==> config.mk <==
export PLATFORM = sky130hd
export DESIGN_NAME = vtre_ctrl
export DESIGN_NICKNAME = d
export VERILOG_FILES = /design/src/hw/rtl/vtre_pkg.sv /design/src/hw/rtl/vtre_ctrl.sv
export SDC_FILE = /design/constraint.sdc
export NUM_CORES = 1
export LEC_CHECK = 0
export ABC_AREA = 1
export BUFFER_PORTS_ARGS = -buffer_cell sky130_fd_sc_hd__buf_2
export CAP_MARGIN = 20
export CORE_AREA = 2 2 39 41
export DETAILED_ROUTE_END_ITERATION = 6
export DIE_AREA = 0 0 41 43
export SYNTH_ARGS = -nofsm -noshare
export SYNTH_HDL_FRONTEND = slang
export SYNTH_SLANG_ARGS = --single-unit
==> constraint.sdc <==
create_clock -name clk -period 1.5 [get_ports clk]
set_input_delay 0.15 -clock clk [delete_from_list [all_inputs] [get_ports clk]]
set_output_delay 0.15 -clock clk [all_outputs]
set_load 0.05 [all_outputs]
==> src/hw/rtl/vtre_pkg.sv <==
`timescale 1ns / 1ps
// ----------------------------------------------------------------------------
// vtre_pkg
// Shared types, constants and decode helpers for the planar VRAM tile
// raster engine.
// ----------------------------------------------------------------------------
package vtre_pkg;

  // Default plane depth in bytes per plane
  localparam int PLANE_BYTES_DEF = 32768;

  // One memory word carries the same offset of all four planes
  localparam int PLANES = 4;
  localparam int WORD_W = 32;

  // Bus commands
  typedef enum logic [1:0] {
    CMD_READ  = 2'd0,
    CMD_WRITE = 2'd1,
    CMD_IO    = 2'd2,
    CMD_NONE  = 2'd3
  } cmd_e;

  // I/O ports of the engine
  localparam logic [15:0] PORT_MODE = 16'h007c;
  localparam logic [15:0] PORT_TILE = 16'h007e;

  // Mode byte bits
  localparam int MODE_ON_BIT  = 7;
  localparam int MODE_RMW_BIT = 6;

  // Graphics windows
  localparam logic [19:0] WIN0_BASE = 20'ha8000;
  localparam logic [19:0] WIN1_BASE = 20'hb0000;
  localparam logic [19:0] WIN2_BASE = 20'hb8000;
  localparam logic [19:0] WIN2_END  = 20'hc0000;
  localparam logic [19:0] WIN3_BASE = 20'he0000;
  localparam logic [19:0] WIN3_END  = 20'he8000;

  // Offset within a window
  localparam logic [14:0] OFFSET_MASK = 15'h7fff;

  // Byte returned outside the windows or on an all-disabled compare
  localparam logic [7:0] FILL_BYTE = 8'hff;

  typedef struct packed {
    logic       hit;
    logic [1:0] plane;
  } win_t;

  // Controller to datapath
  typedef struct packed {
    logic clr_en;
    logic accept;
    logic finish_wr;
    logic out_load;
  } ctrl_cmd_t;

  // Datapath to controller
  typedef struct packed {
    logic clr_last;
    logic in_is_mem;
    logic pend_read;
    logic out_busy;
  } ctrl_status_t;

  // Map a bus address to its plane window
  function automatic win_t window_decode(input logic [19:0] a);
    win_t w;
    w.hit   = 1'b1;
    w.plane = 2'd0;
    if (a >= WIN0_BASE && a < WIN1_BASE) begin
      w.plane = 2'd0;
    end else if (a >= WIN1_BASE && a < WIN2_BASE) begin
      w.plane = 2'd1;
    end else if (a >= WIN2_BASE && a < WIN2_END) begin
      w.plane = 2'd2;
    end else if (a >= WIN3_BASE && a < WIN3_END) begin
      w.plane = 2'd3;
    end else begin
      w.hit = 1'b0;
    end
    return w;
  endfunction

endpackage

==> src/hw/rtl/vtre_ctrl.sv <==
`timescale 1ns / 1ps
// ----------------------------------------------------------------------------
// vtre_ctrl
// Controller: clear sweep after reset, accept, and the finish state of a
// memory transaction.
// ----------------------------------------------------------------------------
module vtre_ctrl import vtre_pkg::*; (
  input  logic         clk,
  input  logic         rst,
  input  logic         in_valid,
  output logic         in_stall,
  input  ctrl_status_t st,
  output ctrl_cmd_t    cmd
);

  typedef enum logic [2:0] {
    S_CLEAR  = 3'b001,
    S_IDLE   = 3'b010,
    S_FINISH = 3'b100
  } state_t;

  state_t state;
  state_t state_next;

  // Next state and commands
  always_comb begin
    state_next = state;
    cmd        = '0;
    in_stall   = 1'b1;
    case (state)
      S_CLEAR: begin
        cmd.clr_en = 1'b1;
        if (st.clr_last) begin
          state_next = S_IDLE;
        end
      end
      S_IDLE: begin
        in_stall   = 1'b0;
        cmd.accept = in_valid;
        if (in_valid && st.in_is_mem) begin
          state_next = S_FINISH;
        end
      end
      S_FINISH: begin
        if (st.pend_read) begin
          if (!st.out_busy) begin
            cmd.out_load = 1'b1;
            state_next   = S_IDLE;
          end
        end else begin
          cmd.finish_wr = 1'b1;
          state_next    = S_IDLE;
        end
      end
      default: begin
        state_next = S_CLEAR;
      end
    endcase
  end

  // Advance the state register
  always_ff @(posedge clk) begin
    if (rst) begin
      state <= S_CLEAR;
    end else begin
      state <= state_next;
    end
  end

`ifndef SYNTHESIS
  a_mem_to_finish: assert property (@(posedge clk) disable iff (rst)
    (in_valid && !in_stall && st.in_is_mem) |=> (state == S_FINISH))
    else $error("memory transaction did not reach finish cycle");

  a_load_when_free: assert property (@(posedge clk) disable iff (rst)
    cmd.out_load |-> !st.out_busy)
    else $error("result loaded over a stalled result");

  a_one_finish_action: assert property (@(posedge clk) disable iff (rst)
    !(cmd.finish_wr && cmd.out_load))
    else $error("write and result load in one cycle");

  a_no_accept_in_clear: assert property (@(posedge clk) disable iff (rst)
    cmd.clr_en |-> !cmd.accept)
    else $error("transaction accepted during clear sweep");
`endif

endmodule

==> metrics.cfg <==
[status]
status=finished clean

[power_and_ir_drop]
p_leak_uw=0.000199
total_power_uw=590
powerDensity_nw_per_um2=1780
ir_worst_vdd_mv=0.499

[synth]
ys_seq_area_share_pct=27.3
synth_fp_nets=44
synth_mux_area_share_pct=0
syn_area_per_cell_um2=5.95
synth_compound_area_share_pct=2.27
synth_fa_ha_area_share_pct=0
yosys.area_share.simple_pct=51.7
syn_inst=37
synth_warnings=0
synth_area_um2=220
ys_ff_latch=3
synth_xor_area_share_pct=0
synth.distinct_cells=12
synth_top_family_by_area=simple AND/OR/NAND/NOR gates

[detailed_routing]
wl_per_cell_um=7.09
dr_total_vias=259
drtAntennaViolNets=0
first_pass_iters=3
wl_um=482
post-route-drc-count=0
vias_per_cell=3.81
initialDrtViolationCount=3

[timing]
drv_slew=0
worst_slew_pin_slew_ns=0.249
post-route-period-util_pct=93.2
maxSlewHeadroom_pct=83.5
setup_viol=0
fin_crit_ns=1.40
tns_ns=0
fin_skew_ns=0.00550
hold_viol=0
rsz0062_at_grt=no
fmax_mhz=715

[clock_network]
clkTransAtPathRegs_ns=0.04
cts_resized=0
cts-htree-levels=1
cts_tree=built
cts_max_path_buffers=2
post_cts_buffers=0
clkSinkCount=3
hold_buffers=0
numCtsBuffers=3
root_buffer=clkbuf_4
clk_latency_ns=0.24

[critical_path]
cp_cell_sequence=nor2_1 > nand2_1 > nor3b_2 > clkbuf_4
r2r_cells=7
cp-end-kind=output port
critical_path_buf_inv_count=1
critPathMaxStageDelay_ns=0.34
crit_family=simple AND/OR/NAND/NOR gates
cp.arrival_ns=1.25
path_depth=4
slowest_stage=dfxtp_1
critPathRequiredTime_ns=1.35
crit_fanout=4
crit_type=reg -> out
cp-start-kind=register

[cells_and_area]
area_growth_pct=50.6
nets=60
largest_register_ffs=3
largest_register=state
fillCellCount=158
diodes=0
drive_gt1_share_pct=44.2
reg_top3=state: 3 flops
utilization_pct=24.0

[grt]
grt_pass1_vias=231
overflow=0
antenna_found_initial=0
top_usage_layer=met2
gr-usage-met2_pct=9.69
grt_pass1_wl_um=752
grtUsageTotal_pct=6.62
met1_usage_pct=6.41
grt_use_met3_pct=3.14
grt_max_degree=5

[die]
fp.dieH_um=43
core_area_um2=1380
rows=14
dieArea_um2=1760
io_pins=12
start_util_pct=15.9
die_x_um=41

[worst_hold_path]
worstHoldPathType=in -> reg
hold_depth=3

[run]
cap_violations=0

[placement]
place.gp.congestion=0.684
post-dp-hpwl_um=397
io_buffers=11

[tightest hold or removal path: stages]
cell     delay (ns)
buf_2          0.07
inv_1          0.05
nand3_1        0.08
[final cells by class]
class | instances | area, µm² | area share [%]
inverter | 11 | 41.3 | 12.5
timing repair buffer | 11 | 57.6 | 17.4
multi-input combinational | 23 | 126 | 38.1
sequential | 3 | 60.1 | 18.1
tap | 16 | 20.0 | 6.04
clock buffer | 4 | 26.3 | 7.92
[per-layer routing]
metal / part of all wire, % / vias to the layer above / wire length, µm
li1: - / 143 / -
met1: 44 / 108 / 212
met2: 46 / 8 / 223
met3: 9.5 / 0 / 46
met4: 0 / 0 / 0
met5: 0 / - / 0
[metrics by stage]
step,cells,hold WS [ns],setup slack (ns),instance area (µm²)
4_1_cts,68,0.158,0.0669,329
5_1_grt,68,0.171,0.00243,332
6_report,68,0.161,0.102,332
3_5_place_dp,64,0.400,0.324,303
2_1_floorplan,37,0.281,0.113,228
3_3_place_gp,64,0.394,0.336,303
[synthesized netlist by cell type, drive strengths merged]
library cell	n	area [µm²]
nor3b	1	7.51
nor2	5	23.8
nand3	5	30.0
nand4	2	12.5
nor3	1	10.0
o21ai	1	5.00
nand2	8	30.0
inv	11	41.3
dfxtp	3	60.1
[cell families (layout without fill, tap and decap cells)]
| kind of cell | Yosys count | in the layout |
|---|---|---|
| buf+inv | 11 | 26 |
| compound gates | 1 | 1 |
| simple gates | 22 | 22 |
| flops | 3 | 3 |
[cells in the final DEF (no fill, tap or decap), drive strengths merged]
cell,count
buf,10
clkbuf,5
dfxtp,3
inv,11
nand2,8
nand3,5
nand4,2
nor2,5
nor3,1
nor3b,1
o21ai,1
[worst paths after layout]
path	start	endpoint	slack (ns)
worst min-delay path	rst	state[0]	0.16
worst max register to register	state[0]	state[1]	0.52
worst min register to register	state[1]	state[1]	0.60
worst max-delay path	state[1]	cmd[0]	0.10
[power breakdown]
group	switching, µW	total [µW]	internal, µW
Combinational	220	310	89.8
Sequential	27.7	134	107
Clock	45.3	145	99.9
Total	293	590	296
(Power assumes the default switching activity.)
